[src/rtl/core/rotation_matrix_to_quaternion_assert.svh]
// Assertion macros for the rotation matrix to quaternion block.
// Used by the top level only; no other dependencies.
`ifndef ROTATION_MATRIX_TO_QUATERNION_ASSERT_SVH
`define ROTATION_MATRIX_TO_QUATERNION_ASSERT_SVH

// ante implies cons on the same edge
`define RMQ_ASSERT_IMP(lbl, clk, rst_n, ante, cons) \
    lbl: assert property (@(posedge clk) disable iff (!(rst_n)) (ante) |-> (cons)) \
        else $error("rmq assertion failed");

// expr must never hold
`define RMQ_ASSERT_NEVER(lbl, clk, rst_n, expr) \
    lbl: assert property (@(posedge clk) disable iff (!(rst_n)) !(expr)) \
        else $error("rmq assertion failed");

`endif

[src/rtl/core/rmq_pkg.sv]
// Shared widths, types and helpers for the rotation matrix to quaternion pipeline.
// No dependencies.
`default_nettype none
package rmq_pkg;
    localparam int DW      = 16;              // element width
    localparam int FB      = 14;              // fraction bits
    localparam int SW      = DW + 3;          // width of sums of three elements
    localparam int NUM_W   = DW + 1;          // numerator magnitude
    localparam int RAD_W   = ((DW + FB + 2) / 2) * 2;
    localparam int ROOT_W  = RAD_W / 2;
    localparam int DVS_W   = ROOT_W + 1;      // divisor 2r
    localparam int DVD_W   = NUM_W + FB;      // mag << FB
    localparam int RES_W   = DVD_W + 1;       // signed quotient
    localparam int LATENCY = ROOT_W + DVD_W + 2;

    typedef enum logic [1:0] {LEAD_W, LEAD_X, LEAD_Y, LEAD_Z} t_lead;

    typedef struct packed {
        t_lead                  lead;
        logic                   degen;
        logic [2:0]             neg;
        logic [2:0][NUM_W-1:0]  mag;
    } t_side;

    typedef struct packed {
        t_lead              lead;
        logic               degen;
        logic [2:0]         neg;
        logic [ROOT_W-1:0]  root;
    } t_tail;

    function automatic logic [DW-1:0] sat(input logic signed [RES_W-1:0] v);
        logic signed [RES_W-1:0] hi;
        logic signed [RES_W-1:0] lo;
        hi = RES_W'((64'sd1 <<< (DW - 1)) - 64'sd1);
        lo = -hi - RES_W'(1);
        if (v > hi)      sat = hi[DW-1:0];
        else if (v < lo) sat = lo[DW-1:0];
        else             sat = v[DW-1:0];
    endfunction
endpackage
`default_nettype wire

[src/rtl/core/rmq_sqrt.sv]
// Pipelined integer square root, one result bit per stage, sideband carried along.
// Depends on rmq_pkg.
`default_nettype none
module rmq_sqrt (
    input  wire logic                         i_clk,
    input  wire logic                         i_rst_n,
    input  wire logic                         i_vld,
    input  wire logic [rmq_pkg::RAD_W-1:0]    i_rad,
    input  rmq_pkg::t_side                    i_side,
    output logic                              o_vld,
    output logic [rmq_pkg::ROOT_W-1:0]        o_root,
    output rmq_pkg::t_side                    o_side
);
    localparam int N  = rmq_pkg::ROOT_W;
    localparam int RW = rmq_pkg::ROOT_W + 3;

    logic                       s_vld  [N+1];
    logic [rmq_pkg::RAD_W-1:0]  s_rad  [N+1];
    logic [RW-1:0]              s_rem  [N+1];
    logic [N-1:0]               s_root [N+1];
    rmq_pkg::t_side             s_side [N+1];

    assign s_vld[0]  = i_vld;
    assign s_rad[0]  = i_rad;
    assign s_rem[0]  = '0;
    assign s_root[0] = '0;
    assign s_side[0] = i_side;

    for (genvar k = 0; k < N; k++) begin : g_stage
        logic                       r_vld;
        logic [rmq_pkg::RAD_W-1:0]  r_rad;
        logic [RW-1:0]              r_rem, n_rem, cur, trial;
        logic [N-1:0]               r_root, n_root;
        rmq_pkg::t_side             r_side;

        always_comb begin
            cur   = {s_rem[k][RW-3:0], s_rad[k][rmq_pkg::RAD_W-1 -: 2]};
            trial = {1'b0, s_root[k], 2'b01};
            if (cur >= trial) begin
                n_rem  = cur - trial;
                n_root = {s_root[k][N-2:0], 1'b1};
            end else begin
                n_rem  = cur;
                n_root = {s_root[k][N-2:0], 1'b0};
            end
        end

        always_ff @(posedge i_clk) begin
            if (!i_rst_n) r_vld <= 1'b0;
            else          r_vld <= s_vld[k];
        end

        always_ff @(posedge i_clk) begin
            r_rad  <= s_rad[k] << 2;
            r_rem  <= n_rem;
            r_root <= n_root;
            r_side <= s_side[k];
        end

        assign s_vld[k+1]  = r_vld;
        assign s_rad[k+1]  = r_rad;
        assign s_rem[k+1]  = r_rem;
        assign s_root[k+1] = r_root;
        assign s_side[k+1] = r_side;
    end

    assign o_vld  = s_vld[N];
    assign o_root = s_root[N];
    assign o_side = s_side[N];
endmodule
`default_nettype wire

[config.mk]
export PLATFORM = sky130hd
export DESIGN_NAME = rmq_sqrt
export DESIGN_NICKNAME = d
export VERILOG_FILES = /design/src/rtl/core/rotation_matrix_to_quaternion_assert.svh /design/src/rtl/core/rmq_pkg.sv /design/src/rtl/core/rmq_sqrt.sv
export SDC_FILE = /design/constraint.sdc
export NUM_CORES = 1
export LEC_CHECK = 0
export BUFFER_PORTS_ARGS = -buffer_cell sky130_fd_sc_hd__clkbuf_2
export CAP_MARGIN = 0
export CORE_MARGIN = 2
export CORE_UTILIZATION = 50
export DETAILED_ROUTE_END_ITERATION = 10
export PLACE_DENSITY = 0.7
export SLEW_MARGIN = 10
export SYNTH_ARGS = -nofsm -noshare
export SYNTH_HDL_FRONTEND = slang
export SYNTH_SLANG_ARGS = --single-unit
[constraint.sdc]
create_clock -name i_clk -period 3.1 [get_ports i_clk]
set_clock_uncertainty 0.1 [all_clocks]
set_input_delay 0.62 -clock i_clk [delete_from_list [all_inputs] [get_ports i_clk]]
set_output_delay 0.62 -clock i_clk [all_outputs]
set_load 0.03 [all_outputs]
==> out/results.ini <==
[clock_network]
clock_sinks = 1541
cts_bufs_inserted = 143
reg_clk_slew_reported_paths_ns = 0.06
clk-insertion-delay-late_ns = 0.74
post-cts-setup-buffers = 0
resize_count_post_cts = 0
clockBufferDepth = 3
cts-htree-levels = 4
cts_root_buffer = sky130_fd_sc_hd__clkbuf_16
cts_tree = built

[power_and_ir_drop]
p_leak_nw = 22.0
combinationalPowerShare = 0.104
power.share.switching = 0.240
clock_power_share = 0.391
seq_power_share = 0.505
internal-power_mw = 34.6
power_switching_mw = 10.9
finalPower_mw = 45.5
peakVddDrop_uv = 608
pwr_density_cell_mw_per_mm2 = 932

[hold_path]
worst_hold_path.num_cells = 2
hold_path.class = primary input to flip-flop
worst_hold_path.endpoint = g_stage[10].r_vld$_SDFF_PN0_
hold_start = i_rst_n

[worst_setup_path]
crit_path_max_incr_delay_ns = 0.47
timing.critical_path.required_ns = 3.54
arrival_ns = 3.20
crit_fanout = 4
reg2reg_depth = 9
reg_to_reg_critical_path_endpoint = g_stage[10].r_rem[12]$_DFF_P_
crit_path_start = g_stage[9].r_root[0]$_DFF_P_
cp_cell_sequence = inv_1 -> ha_1 -> nor2b_1 -> o31a_1 -> o311ai_1 -> a21boi_0 -> o21ai_0 -> nand2b_1 -> mux2_2
rr_startpoint = g_stage[9].r_root[0]$_DFF_P_
timing.critical_path.to_type = flip-flop
kind_of_critical_path = flip-flop to flip-flop
reg2reg_slack_ns = 0.35
worst_setup_path_start_kind = flip-flop
critical_path.slowest_cell = sky130_fd_sc_hd__o311ai_1

[routing]
overall_via_count_from_detail_route = 21000
drt-total-wl_um = 57600
ant_nets = 0
routed_wire_length_per_instance_um = 12.5
detail_route.iter0.violations = 707
drt-pass1-iter-count = 5
drt_drc_violations_left = 0
route.detailed.vias_per_inst = 4.55

[sta]
post_route_setup_tns_ns = 0
worst_slew_margin_rel = 0.572
fmax_ghz = 0.363
final.min_clock_period_ns = 2.75
rsz0062_at_grt = no
tightestPinTransition_ns = 0.637
final_setup_violating_endpoints = 0
post-route-period-util = 0.888
report.final.slew_viol_count = 0
final-hold-violation-count = 0
postLayoutSetupSlackWorst_ns = 0.348

[synth]
synth_top_family_by_area = simple AND/OR/NAND/NOR gates
synthArstFlopShare = 0
post_syn_instances = 3046
area_share_of_fa_ha_maj_cells_after_synthesis = 0.0468
yosysMostFrequentCell = sky130_fd_sc_hd__dfxtp_1
synth_cell_types = 79
synthDominantCellAreaShare = 0.759
synth-warning-count = 0
yosysTopAreaCell = sky130_fd_sc_hd__dfxtp_1
yosys-top-cells-area = sky130_fd_sc_hd__dfxtp_1, sky130_fd_sc_hd__ha_1, sky130_fd_sc_hd__a21oi_1
synth_seq_cells = 1541
mappedNetlistNets = 3290
synth_flop_cell = sky130_fd_sc_hd__dfxtp_1
synth_simple_gate_area_share = 0.0670
synth.yosys.seq_area_share = 0.759
synth_mux_area_frac = 0.0100
synth.avg_cell_area_um2 = 13.3
synth_compound_area_frac = 0.0605
synth.cells.most_frequent = sky130_fd_sc_hd__dfxtp_1, sky130_fd_sc_hd__inv_1, sky130_fd_sc_hd__nor2_1
syn-cell-area_mm2 = 0.0407
xor_xnor_portion_of_the_synthesized_cell_area = 0.0364
synth-edff-count = 0

[cells_and_area]
share_of_cells_above_drive_strength_1 = 0.131
regArea_mm2 = 0.0308
synthToLayoutAreaGrowth_pct = 20.0
fillCellCount = 6141
multi_input_comb_area_mm2 = 0.00898
final_net_count = 3683
final_core_util = 0.606

[floorplanning]
fp.dieArea_mm2 = 0.0836
core_area_mm2 = 0.0805
die_w_um = 289
rows = 104
die_h_um = 289
floorplan.initialDensity = 0.505
ios = 166

[placement]
buffer_ports.inserted = 165
place_hpwl_um = 35900
final_replace_weighted_congestion = 0.837
dp_worst_setup_slack_ns = 0.377

[global_route]
antenna_found_initial = 3
globalRouteTotalUtil = 0.139
grt_start_max_net_pins = 24
grt_pass1_vias = 21000
globalRouteOverflowTotal = 0
grt_first_pass_wirelength_um = 95000

[job]
drv_cap = 0

[run_status]
result_of_the_run = complete, no violations

==> final cells by class <==
class | count | area share
Clock buffer | 190 | 0.0813
Clock inverter | 60 | 0.0215
Antenna cell | 1 | 0.0000513
Multi-Input combinational cell | 1294 | 0.184
Timing Repair Buffer | 280 | 0.0395
Inverter | 179 | 0.0139
Tap cell | 1060 | 0.0272
Sequential cell | 1541 | 0.632
==> routing by layer <==
layer | wire, µm | global-route usage | part of all wire | vias to the layer above
met5 | 28 | 0 | 0.00049 | -
met4 | 2290 | 0.0715 | 0.040 | 4
met3 | 2550 | 0.0376 | 0.044 | 185
met2 | 28900 | 0.248 | 0.50 | 393
met1 | 23800 | 0.150 | 0.41 | 9527
li1 | - | - | - | 10900
==> registers in the layout, summed over array words and instances, names as in the netlist <==
register        cells
g_stage.r_root    120
o_vld               1
g_stage.r_rad     240
g_stage.r_side    855
o_root             16
o_side             57
g_stage.r_vld      15
g_stage.r_rem     237
==> stage by stage <==
step | instance area [µm²] | hold slack (ns) | cells
6_report | 48800 | 0.179 | 4605
5_1_grt | 48800 | 0.174 | 4605
4_1_cts | 48800 | 0.123 | 4604
3_5_place_dp | 42900 | 0.212 | 4263
3_3_place_gp | 42900 | 0.210 | 4263
2_1_floorplan | 40700 | 0.210 | 3046
==> how the worst max path moves through the flow <==
stage                                               end  slack (ns)
final                     g_stage[10].r_rem[12]$_DFF_P_        0.35
after global routing       g_stage[13].r_rem[5]$_DFF_P_        0.16
after CTS                   g_stage[9].r_rem[8]$_DFF_P_        0.36
after detailed placement   g_stage[14].r_rem[7]$_DFF_P_        0.38
after global placement     g_stage[14].r_rem[7]$_DFF_P_        0.40
after floorplan            g_stage[12].r_rem[4]$_DFF_P_        0.63
==> cells by family after synthesis <==
| family | Yosys count |
|---|---|
| compound gates | 395 |
| simple gates | 541 |
| fa+ha+maj | 152 |
| mux | 37 |
| xor+xnor | 168 |
| flops | 1541 |
| other cells | 1 |
| buf+inv | 211 |
==> what timing repair did <==
| item | in CTS | in global routing |
|---|---|---|
| setup endpoints to repair | 0 | 0 |
| hold endpoints to repair | 91 | 0 |
| hold buffers | 91 | 0 |
==> power by group through the flow <==
stage / registers, mW / logic [mW] / clock network (mW)
after detailed placement: 23.4 / 4.61 / 0
after CTS: 23.0 / 4.74 / 18.4
after global placement: 23.3 / 4.55 / 0
after floorplan: 23.2 / 3.58 / 0
after global routing: 23.2 / 5.32 / 19.2
final: 23.0 / 4.73 / 17.8
==> placed cells by master, fill, tap and decap left out, types with 12 or more instances in the layout <==
cell                            synthesis  routed
sky130_fd_sc_hd__dfxtp_1             1541    1541
sky130_fd_sc_hd__inv_1                176     176
sky130_fd_sc_hd__clkbuf_2               0     165
sky130_fd_sc_hd__nor2_1               156     156
sky130_fd_sc_hd__ha_1                 152     152
sky130_fd_sc_hd__a21oi_1              149     149
sky130_fd_sc_hd__clkbuf_16              0     143
sky130_fd_sc_hd__nand2_1              104     104
sky130_fd_sc_hd__dlygate4sd3_1          0      91
sky130_fd_sc_hd__xor2_1                85      85
sky130_fd_sc_hd__xnor2_1               82      82
sky130_fd_sc_hd__o21ai_0               78      78
sky130_fd_sc_hd__nor3_1                50      50
sky130_fd_sc_hd__nor4_1                32      32
sky130_fd_sc_hd__o21a_1                30      30
sky130_fd_sc_hd__mux2_2                29      29
sky130_fd_sc_hd__and2_1                29      29
sky130_fd_sc_hd__nand2b_1              28      28
sky130_fd_sc_hd__nor2b_1               28      28
sky130_fd_sc_hd__clkbuf_1              17      26
sky130_fd_sc_hd__a21o_1                23      23
sky130_fd_sc_hd__clkinv_2               0      23
sky130_fd_sc_hd__buf_4                  2      23
sky130_fd_sc_hd__or3_1                 21      21
sky130_fd_sc_hd__nand3_1               21      21
sky130_fd_sc_hd__clkbuf_8               0      21
sky130_fd_sc_hd__nand4_1               17      17
sky130_fd_sc_hd__bufinv_16              0      15
sky130_fd_sc_hd__a31oi_1               14      14
sky130_fd_sc_hd__clkinv_16              0      13
sky130_fd_sc_hd__a211oi_1              12      12
==> critical path, delay by kind of cell (launching register included) <==
family,cells,cell delay [ns]
AO/OA/AOI/OAI,4,1.28
flip-flops,1,0.32
adder cells (fa/ha/maj),1,0.32
AND/OR/NAND/NOR,2,0.28
multiplexers,1,0.27
buffers and inverters,1,0.04
Power figures use the tool's default switching activity.
