**config.mk**
```make
export PLATFORM = sky130hd
export DESIGN_NAME = rmq_front
export DESIGN_NICKNAME = d
export VERILOG_FILES = /design/src/rtl/core/rotation_matrix_to_quaternion_assert.svh /design/src/rtl/core/rmq_pkg.sv /design/src/rtl/core/rmq_front.sv
export SDC_FILE = /design/constraint.sdc
export NUM_CORES = 1
export LEC_CHECK = 0
export ABC_CLOCK_PERIOD_IN_PS = 7400
export BUFFER_PORTS_ARGS = -buffer_cell sky130_fd_sc_hd__buf_2
export CAP_MARGIN = 30
export CORE_UTILIZATION = 36
export DETAILED_ROUTE_END_ITERATION = 6
export PLACE_DENSITY_LB_ADDON = 0.25
export SYNTH_ARGS = -nofsm -noshare
export SYNTH_HDL_FRONTEND = slang
export SYNTH_SLANG_ARGS = --single-unit
```
**constraint.sdc**
```tcl
create_clock -name i_clk -period 7.4 [get_ports i_clk]
set_clock_uncertainty 0.1 [all_clocks]
set_input_delay 0.37 -clock i_clk [delete_from_list [all_inputs] [get_ports i_clk]]
set_output_delay 0.37 -clock i_clk [all_outputs]
set_load 0.05 [all_outputs]
```
**src/rtl/core/rotation_matrix_to_quaternion_assert.svh**
```systemverilog
// Assertion macros for the rotation matrix to quaternion block.
// Used by the top level only; no other dependencies.
`ifndef ROTATION_MATRIX_TO_QUATERNION_ASSERT_SVH
`define ROTATION_MATRIX_TO_QUATERNION_ASSERT_SVH

// ante implies cons on the same edge
`define RMQ_ASSERT_IMP(lbl, clk, rst_n, ante, cons) \
    lbl: assert property (@(posedge clk) disable iff (!(rst_n)) (ante) |-> (cons)) \
        else $error("rmq assertion failed");

// expr must never hold
`define RMQ_ASSERT_NEVER(lbl, clk, rst_n, expr) \
    lbl: assert property (@(posedge clk) disable iff (!(rst_n)) !(expr)) \
        else $error("rmq assertion failed");

`endif

```
**src/rtl/core/rmq_pkg.sv**
```systemverilog
// Shared widths, types and helpers for the rotation matrix to quaternion pipeline.
// No dependencies.
`default_nettype none
package rmq_pkg;
    localparam int DW      = 16;              // element width
    localparam int FB      = 14;              // fraction bits
    localparam int SW      = DW + 3;          // width of sums of three elements
    localparam int NUM_W   = DW + 1;          // numerator magnitude
    localparam int RAD_W   = ((DW + FB + 2) / 2) * 2;
    localparam int ROOT_W  = RAD_W / 2;
    localparam int DVS_W   = ROOT_W + 1;      // divisor 2r
    localparam int DVD_W   = NUM_W + FB;      // mag << FB
    localparam int RES_W   = DVD_W + 1;       // signed quotient
    localparam int LATENCY = ROOT_W + DVD_W + 2;

    typedef enum logic [1:0] {LEAD_W, LEAD_X, LEAD_Y, LEAD_Z} t_lead;

    typedef struct packed {
        t_lead                  lead;
        logic                   degen;
        logic [2:0]             neg;
        logic [2:0][NUM_W-1:0]  mag;
    } t_side;

    typedef struct packed {
        t_lead              lead;
        logic               degen;
        logic [2:0]         neg;
        logic [ROOT_W-1:0]  root;
    } t_tail;

    function automatic logic [DW-1:0] sat(input logic signed [RES_W-1:0] v);
        logic signed [RES_W-1:0] hi;
        logic signed [RES_W-1:0] lo;
        hi = RES_W'((64'sd1 <<< (DW - 1)) - 64'sd1);
        lo = -hi - RES_W'(1);
        if (v > hi)      sat = hi[DW-1:0];
        else if (v < lo) sat = lo[DW-1:0];
        else             sat = v[DW-1:0];
    endfunction
endpackage
`default_nettype wire

```
**src/rtl/core/rmq_front.sv**
```systemverilog
// Input stage: branch selection, root argument and numerator magnitudes.
// Depends on rmq_pkg.
`default_nettype none
module rmq_front (
    input  wire logic                          i_clk,
    input  wire logic                          i_rst_n,
    input  wire logic                          i_vld,
    input  wire logic signed [rmq_pkg::DW-1:0] i_m11, i_m12, i_m13,
    input  wire logic signed [rmq_pkg::DW-1:0] i_m21, i_m22, i_m23,
    input  wire logic signed [rmq_pkg::DW-1:0] i_m31, i_m32, i_m33,
    output logic                               o_vld,
    output logic [rmq_pkg::RAD_W-1:0]          o_rad,
    output rmq_pkg::t_side                     o_side
);
    logic signed [rmq_pkg::SW-1:0] e11, e12, e13, e21, e22, e23, e31, e32, e33;
    logic signed [rmq_pkg::SW-1:0] trace, a, one;
    logic signed [rmq_pkg::SW-1:0] num [3];
    rmq_pkg::t_lead                lead;
    logic                          r_vld;
    logic [rmq_pkg::RAD_W-1:0]     r_rad, n_rad;
    rmq_pkg::t_side                r_side, n_side;

    always_comb begin
        e11 = rmq_pkg::SW'(i_m11); e12 = rmq_pkg::SW'(i_m12); e13 = rmq_pkg::SW'(i_m13);
        e21 = rmq_pkg::SW'(i_m21); e22 = rmq_pkg::SW'(i_m22); e23 = rmq_pkg::SW'(i_m23);
        e31 = rmq_pkg::SW'(i_m31); e32 = rmq_pkg::SW'(i_m32); e33 = rmq_pkg::SW'(i_m33);
        one   = rmq_pkg::SW'(1) <<< rmq_pkg::FB;
        trace = e11 + e22 + e33;
        if (trace > 0)                lead = rmq_pkg::LEAD_W;
        else if (e11 > e22 && e11 > e33) lead = rmq_pkg::LEAD_X;
        else if (e22 > e33)           lead = rmq_pkg::LEAD_Y;
        else                          lead = rmq_pkg::LEAD_Z;
        // lanes hold the three non-lead components in w, x, y, z order
        unique case (lead)
            rmq_pkg::LEAD_W: begin
                a = trace + one;
                num[0] = e23 - e32; num[1] = e31 - e13; num[2] = e12 - e21;
            end
            rmq_pkg::LEAD_X: begin
                a = one + e11 - e22 - e33;
                num[0] = e23 - e32; num[1] = e21 + e12; num[2] = e31 + e13;
            end
            rmq_pkg::LEAD_Y: begin
                a = one + e22 - e11 - e33;
                num[0] = e31 - e13; num[1] = e21 + e12; num[2] = e32 + e23;
            end
            default: begin
                a = one + e33 - e11 - e22;
                num[0] = e12 - e21; num[1] = e31 + e13; num[2] = e32 + e23;
            end
        endcase
        n_side.lead  = lead;
        n_side.degen = (a <= 0);
        for (int k = 0; k < 3; k++) begin
            n_side.neg[k] = num[k][rmq_pkg::SW-1];
            n_side.mag[k] = num[k][rmq_pkg::SW-1] ? rmq_pkg::NUM_W'(-num[k])
                                                  : rmq_pkg::NUM_W'(num[k]);
        end
        if (a <= 0) n_rad = '0;
        else        n_rad = rmq_pkg::RAD_W'({a[rmq_pkg::DW:0], {rmq_pkg::FB{1'b0}}});
    end

    always_ff @(posedge i_clk) begin
        if (!i_rst_n) r_vld <= 1'b0;
        else          r_vld <= i_vld;
    end

    always_ff @(posedge i_clk) begin
        r_rad  <= n_rad;
        r_side <= n_side;
    end

    assign o_vld  = r_vld;
    assign o_rad  = r_rad;
    assign o_side = r_side;
endmodule
`default_nettype wire

```
==> impl_metrics.tcl, run 1 <==
set metrics [dict create \
    yosysWarnings 0 \
    combPwrFrac 0.738 \
    hpwl_um 44510 \
    io_pins 237 \
    setup_tns_ps 0 \
    grt_pass1_vias 14130 \
    cap_viol_max_count 0 \
    peakVddDrop_mv 0.2701 \
    post_cts_buffers 0 \
    seqPwrFrac 0.157 \
    fmax_mhz 151.4 \
    htreeDepth 3 \
    grt_pass1_wl_um 78040 \
    power_leakage_nw 8.545 \
    post-place-ws_ps 536.6 \
    cts_buffer_depth 2 \
    drt-initial-drc-count 785 \
    synth_seq_cells 75 \
    grt_max_degree 27 \
    rows 76 \
    drtAntennaViolNets 0 \
    antenna_found_initial 1 \
    status "finished, final reports clean" \
    syn_area_um2 15880 \
    pwr-share-clk 0.105 \
    diodes 0 \
    worstPathMaxFanout 14 \
    drv_slew 0 \
    worstSetupStartpointType "input port" \
    required_ps 7590 \
    avgSynthCellArea_um2 8.154 \
    hold_buffers 0 \
    drcViolationCount 0 \
    crit_path_max_incr_delay_ps 600 \
    wl_per_cell_um 18.85 \
    synth_top_flop_cell "dfxtp_1" \
    multiInputGateArea_um2 13290 \
    cts_made_buffers 9 \
    crit_arrival_ps 6800 \
    final_area_um2 17860 \
    hold_class "input port to flip-flop" \
    swShare 0.5629 \
    core-area_um2 43270 \
    clk_pin_slew_ps 70 \
    port_buffers 221 \
    yosysSeqAreaShare 0.09458 \
    vias_per_cell 5.288 \
    total_power_w 0.004700 \
    slowest_stage "or4b_2" \
    relSlewSlack 0.4079 \
    intPower_w 0.002054 \
    cts_tree "done" \
    syn_to_final_growth_pct 12.53 \
    nNetsFinal 2669 \
    setup_slack_ps 794.0 \
    cts_resized 0 \
    worst_pin_slew_ps 875.9 \
    finalSetupViolations 0 \
    power_switching_w 0.002645 \
    fillers 4500 \
    initial_core_util 0.3669 \
    totalWireLength_um 51460 \
    drt-pass1-iter-count 5 \
    cts_num_sinks 75 \
    synth-edff-count 0 \
    grt_overflow_total 0 \
    netlist_instances 1947 \
    vias 14430 \
    track_usage 0.2260 \
    die-area_um2 44940 \
    async_flop_share 0 \
    period_needed_ps 6606 \
    drive_gt1_frac 0.1479 \
    fin_crit_sh 0.8927 \
    end_kind "flip-flop" \
    place_area_um2 17540 \
    final-hold-violation-count 0 \
    clockRootBuffer "clkbuf_16" \
    synth_cell_types 90 \
    power.density_nw_per_um2 263.1 \
    fp.dieH_um 212.0 \
    seqCellArea_um2 1501 \
    rsz0062_at_grt "no" \
    die_w_um 212.0 \
    crit_top_cell "ha_1" \
    routabilityCongestion 0.9107 \
    crit_type "input port to flip-flop" \
]
==> cells in the mapped netlist, types with 20 or more instances <==
| cell | n | share of area |
|---|---|---|
| o31ai_1 | 22 | 0.010 |
| nand3_1 | 33 | 0.010 |
| clkbuf_1 | 28 | 0.0066 |
| o21ai_0 | 81 | 0.026 |
| a31oi_1 | 31 | 0.012 |
| a21o_1 | 27 | 0.013 |
| nor2_1 | 153 | 0.036 |
| ha_1 | 304 | 0.24 |
| xnor2_1 | 104 | 0.057 |
| mux2i_1 | 34 | 0.021 |
| dfxtp_1 | 75 | 0.095 |
| inv_1 | 207 | 0.049 |
| fa_1 | 79 | 0.10 |
| xor2_1 | 61 | 0.034 |
| a21oi_1 | 123 | 0.039 |
| nand2_1 | 107 | 0.025 |
| nor2b_1 | 44 | 0.017 |
| a211oi_1 | 21 | 0.0099 |
| o21a_1 | 20 | 0.0095 |
| nor3_1 | 52 | 0.016 |
| nand2b_1 | 35 | 0.014 |
==> power groups by stage <==
stage,clock [W],sequential [W],combinational [W]
floorplan,0,0.00134,0.00188
global placement,0,0.000753,0.00341
detailed placement,0,0.000747,0.00343
CTS,0.000501,0.000743,0.00346
global route,0.000515,0.000747,0.00374
finish,0.000492,0.000739,0.00347
==> through the flow <==
step,util,hold WS [ps],instances
final,0.4129,109.3,2729
after global routing,0.4129,113.7,2729
after CTS,0.4129,100.8,2729
after detailed placement,0.4054,480.3,2713
after global placement,0.4054,472.3,2713
after floorplan,-,391.7,1961
==> path summary, 6_finish.rpt <==
kind / from / to / slack (ps) / cells past startpoint
hold / removal: i_vld / o_vld$_SDFF_PN0_ / 110 / 2
setup / recovery: i_m11[1] / o_side[46]$_DFF_P_ / 790 / 25
==> area by class of cell <==
| cell class | count | share of cell area |
|---|---|---|
| timing repair buffer | 238 | 0.06906 |
| multi-input combinational | 1608 | 0.7442 |
| sequential | 75 | 0.08405 |
| clock inverter | 7 | 0.005673 |
| clock buffer | 9 | 0.01261 |
| inverter | 207 | 0.04349 |
| tap | 585 | 0.04097 |
==> kinds of logic after synthesis <==
group	synth area share
compound gates	0.2000
other cells	0.0002362
flops	0.09458
fa+ha+maj	0.3392
mux	0.03673
buf+inv	0.07235
xor+xnor	0.09206
simple gates	0.1648
==> cell usage in the layout (no fill, tap or decap), drive strengths merged, types with 10 or more instances in the layout <==
cell type	count
o21ai	85
a211oi	25
nor2b	44
conb	15
nand2	107
nor3	55
a21o	27
a31oi	31
and2	12
fa	79
nand2b	35
buf	238
inv	208
xor2	62
or2	10
nand3	33
xnor2	104
mux2i	35
nor4	15
o21bai	17
mux2	20
nand3b	10
ha	304
a21oi	125
dfxtp	75
a221oi	12
o31ai	24
nor2	153
o21a	20
==> routing by layer <==
| layer | part of all wire | up-vias | track usage |
|---|---|---|---|
| li1 | - | 7095 | - |
| met1 | 0.43 | 6840 | 0.2801 |
| met2 | 0.49 | 413 | 0.4024 |
| met3 | 0.048 | 83 | 0.02142 |
| met4 | 0.036 | 0 | 0.08521 |
| met5 | 0 | - | 0 |
==> critical path, delay by kind of cell <==
kind	cells	cell delay [ps]
compound gates	8	1870
xor+xnor	2	290
fa+ha+maj	5	1600
buf+inv	3	520
mux	1	360
simple gates	6	1740
==> state kept, by name, indices dropped and copies added, names as in the netlist <==
register	count
o_side	57
o_rad	17
o_vld	1
(Power assumes the default switching activity.)
==> run 2: changes to the inputs <==
--- a/config.mk
+++ b/config.mk
@@ -8,7 +8,7 @@
 export ABC_CLOCK_PERIOD_IN_PS = 7400
 export BUFFER_PORTS_ARGS = -buffer_cell sky130_fd_sc_hd__buf_2
 export CAP_MARGIN = 30
-export CORE_UTILIZATION = 36
+export CORE_UTILIZATION = 60
 export DETAILED_ROUTE_END_ITERATION = 6
 export PLACE_DENSITY_LB_ADDON = 0.25
 export SYNTH_ARGS = -nofsm -noshare
==> impl_metrics.tcl, run 2 (synthesis gave the netlist of run 1 again) <==
set metrics [dict create \
    layout_commonest_cell "ha_1" \
    routabilityCongestion 0.9894 \
    grt_pass1_vias 14320 \
    post_cts_buffers 0 \
    worstPathMaxFanout 22 \
    slowest_stage "or4b_2" \
    power_leakage_nw 8.525 \
    die_w_um 164.7 \
    whs_ps 119.7 \
    layout_common_cells "ha_1 (304), buf_2 (221), inv_1 (207)" \
    finalSetupViolations 0 \
    drt-initial-drc-count 963 \
    die-area_um2 27110 \
    cp_top_family "compound AO/OA/AOI/OAI gates" \
    end_kind "flip-flop" \
    nNetsFinal 2668 \
    worstSetupStartpointType "input port" \
    crit_path_max_incr_delay_ps 610 \
    diodes 0 \
    hold_end "o_vld$_SDFF_PN0_" \
    drtAntennaViolNets 0 \
    cap_viol_max_count 0 \
    worst_pin_slew_ps 1024 \
    setup_tns_ps 0 \
    grt_pass1_wl_um 73030 \
    wl_per_cell_um 19.16 \
    cts_num_sinks 75 \
    grt_overflow_total 0 \
    hold_buffers 0 \
    clockRootBuffer "clkbuf_16" \
    crit_type "input port to flip-flop" \
    htreeDepth 3 \
    clk_pin_slew_ps 70 \
    drive_gt1_frac 0.1475 \
    grt_max_degree 36 \
    cts_tree "done" \
    rows 59 \
    cts_made_buffers 9 \
    syn_to_final_growth_pct 10.29 \
    fillers 2251 \
    vias_per_cell 5.964 \
    largest_reg_flops 57 \
    drv_slew 0 \
    rsz0062_at_grt "no" \
    totalWireLength_um 47490 \
    cts_resized 0 \
    track_usage 0.3484 \
    period_needed_ps 6669 \
    power.density_nw_per_um2 262.8 \
    hold_class "input port to flip-flop" \
    crit_start "i_m11[1]" \
    status "finished, final reports clean" \
    fin_crit_sh 0.9012 \
    drt-pass1-iter-count 6 \
    critPathBufInv 4 \
    hpwl_um 39940 \
    crit_arrival_ps 6850 \
    peakVddDrop_mv 0.3306 \
    antenna_found_initial 0 \
    relSlewSlack 0.3160 \
    fp.dieH_um 164.7 \
    port_buffers 221 \
    final-hold-violation-count 0 \
    drcViolationCount 0 \
    fmax_mhz 150.0 \
    io_pins 237 \
    required_ps 7580 \
    core-area_um2 25980 \
    vias 14780 \
    worstHoldStart "i_vld" \
    cts_buffer_depth 2 \
    hold_depth 2 \
    initial_core_util 0.6109 \
    total_power_w 0.004601 \
]
==> run 2: area by class of cell <==
type	count	area (µm²)	share of cell area
tap	335	419.2	0.02394
timing repair buffer	237	1234	0.07046
multi-input combinational	1608	13290	0.7593
inverter	207	777.0	0.04438
sequential	75	1501	0.08575
clock inverter	7	58.81	0.003359
clock buffer	9	225.2	0.01286
==> run 2: power breakdown <==
group | switching, W | leakage (nW) | internal (W)
registers | 0.000110 | 0.631 | 0.000608
clock network | 0.000200 | 0.139 | 0.000233
logic | 0.00230 | 7.76 | 0.00115
total | 0.00261 | 8.53 | 0.00199
==> run 2: routing by layer <==
metal  track usage  routed length [µm]
met2        0.5980               22780
met1        0.4050               18610
met4        0.2440                3517
met5             0                   0
met3       0.03767                2577
==> run 2: worst max-delay path by stage <==
stage | to | slack [ps] | depth (start not counted)
2_1_floorplan | o_side[12]$_DFF_P_ | 1540 | 27
6_report | o_side[49]$_DFF_P_ | 730 | 25
5_1_grt | o_side[44]$_DFF_P_ | 460 | 26
3_3_place_gp | o_side[49]$_DFF_P_ | 650 | 25
3_5_place_dp | o_side[49]$_DFF_P_ | 530 | 25
4_1_cts | o_side[49]$_DFF_P_ | 820 | 25
==> run 2: stage by stage <==
stage | area (µm²) | cells | setup slack (ps) | utilization
6_report | 17510 | 2478 | 731.2 | 0.6738
3_5_place_dp | 17230 | 2462 | 527.9 | 0.6629
5_1_grt | 17510 | 2478 | 456.1 | 0.6738
4_1_cts | 17510 | 2478 | 824.3 | 0.6738
3_3_place_gp | 17210 | 2461 | 652.2 | 0.6623
2_1_floorplan | 15930 | 1961 | 1543 | -
==> run 3: changes to the inputs <==
--- a/config.mk
+++ b/config.mk
@@ -5,11 +5,12 @@
 export SDC_FILE = /design/constraint.sdc
 export NUM_CORES = 1
 export LEC_CHECK = 0
-export ABC_CLOCK_PERIOD_IN_PS = 7400
+export ABC_CLOCK_PERIOD_IN_PS = 5520
 export BUFFER_PORTS_ARGS = -buffer_cell sky130_fd_sc_hd__buf_2
 export CAP_MARGIN = 30
-export CORE_UTILIZATION = 60
+export CORE_UTILIZATION = 55
 export DETAILED_ROUTE_END_ITERATION = 6
+export MAX_ROUTING_LAYER = met4
 export PLACE_DENSITY_LB_ADDON = 0.25
 export SYNTH_ARGS = -nofsm -noshare
 export SYNTH_HDL_FRONTEND = slang
==> constraint.sdc (replaced) <==
create_clock -name i_clk -period 5.52 [get_ports i_clk]
set_clock_uncertainty 0.1 [all_clocks]
set_input_delay 0.276 -clock i_clk [delete_from_list [all_inputs] [get_ports i_clk]]
set_output_delay 0.276 -clock i_clk [all_outputs]
set_load 0.05 [all_outputs]
==> impl_metrics.tcl, run 3 (synthesis gave the netlist of run 1 again) <==
set metrics [dict create \
    status "finished with violations" \
    violations "design-rule violations" \
    grt_pass1_vias 14820 \
    wl_per_cell_um 18.81 \
    cts_num_sinks 75 \
    crit_arrival_ps 5560 \
    final-hold-violation-count 0 \
    required_ps 5710 \
    whs_ps 38.85 \
    period_needed_ps 5360 \
    critPathBufInv 6 \
    htreeDepth 3 \
    diodes 0 \
    slowest_stage "fa_1" \
    power.density_nw_per_um2 355.1 \
    worstSetupStartpointType "input port" \
    die_w_um 171.9 \
    clk_pin_slew_ps 70 \
    post_cts_buffers 0 \
    drv_slew 0 \
    rows 61 \
    largest_reg_flops 57 \
    routabilityCongestion 1.022 \
    worstPathMaxFanout 19 \
    drt-initial-drc-count 1029 \
    track_usage 0.3457 \
    power_leakage_nw 9.158 \
    totalWireLength_um 49700 \
    dp_cells 2627 \
    cts_made_buffers 9 \
    layout_commonest_cell "ha_1" \
    vias 15150 \
    initial_core_util 0.5652 \
    crit_path_max_incr_delay_ps 480 \
    fmax_mhz 186.6 \
    io_pins 237 \
    end_kind "flip-flop" \
    grt_pass1_wl_um 76580 \
    hold_buffers 0 \
    drtAntennaViolNets 0 \
    post-route-util 0.6647 \
    hold_class "input port to flip-flop" \
    die-area_um2 29550 \
    clockRootBuffer "clkbuf_16" \
    drt-pass1-iter-count 7 \
    cap_viol_max_count 0 \
    final_cells 2643 \
    relSlewSlack 0.4750 \
    worst_pin_slew_ps 783.3 \
    layout_common_cells "ha_1 (302), buf_2 (221), inv_1 (207)" \
    fp.dieH_um 171.9 \
    peakVddDrop_mv 0.4074 \
    core-area_um2 28090 \
    crit_type "input port to flip-flop" \
    drcViolationCount 1 \
    nNetsFinal 2790 \
    drive_gt1_frac 0.2009 \
    vias_per_cell 5.732 \
    grt_overflow_total 0 \
    grt_max_degree 26 \
    cts_buffer_depth 2 \
    cp_top_family "simple AND/OR/NAND/NOR gates" \
    syn_to_final_growth_pct 17.61 \
    total_power_w 0.006629 \
    hpwl_um 42470 \
    fin_crit_sh 0.9711 \
    cts_tree "done" \
    port_buffers 221 \
    antenna_found_initial 0 \
    finalSetupViolations 0 \
]
## run 3: changes by cell type in the layout (fill, tap and decap cells not counted), sizes merged
| cell | delta |
|---|---|
| bufinv | +1 |
| inv | -1 |
| clkinvlp | -1 |
| buf | +122 |
| clkinv | +1 |
## run 3: where the power goes
group	switching, W	internal (W)
Sequential	0.000114	0.000813
Clock	0.000306	0.000365
Combinational	0.00321	0.00183
## run 3: what timing repair did
action	CTS	global route
gates resized for setup	0	17
endpoints found under the setup margin	0	31
hold endpoints to repair	0	0
## run 3: through the flow
stage	instance area [µm²]	worst slack [ps]	TNS (ps)
2_1_floorplan	15970	126.1	0
3_3_place_gp	18260	-170.6	-680.9
5_1_grt	18670	-12.79	-12.79
3_5_place_dp	18260	-313.0	-3729
6_report	18670	159.8	0
4_1_cts	18580	27.43	0
## run 3: metal layers
metal / share of wire / global-route usage / vias up / wire, µm
li1: - / - / 7353 / -
met1: 0.41 / 0.3886 / 7131 / 20160
met2: 0.49 / 0.6024 / 523 / 24460
met3: 0.044 / 0.03456 / 143 / 2197
met4: 0.058 / 0.1893 / 0 / 2890
met5: 0 / - / - / 0
## run 3: path summary, 6_finish.rpt
| check | start | to | slack [ps] | depth (start not counted) |
|---|---|---|---|---|
| max | i_m11[1] | o_side[54]$_DFF_P_ | 160 | 27 |
| min | i_vld | o_vld$_SDFF_PN0_ | 40 | 2 |
## run 3: area by class of cell
class,instances,area [µm²]
fillers,2442,9417
flip-flops and latches,75,1501
clock buffers,9,225.2
multi-input cells,1608,13410
well taps,378,473.0
repair buffers,359,2191
inverters,207,777.0
clock inverters,7,95.09
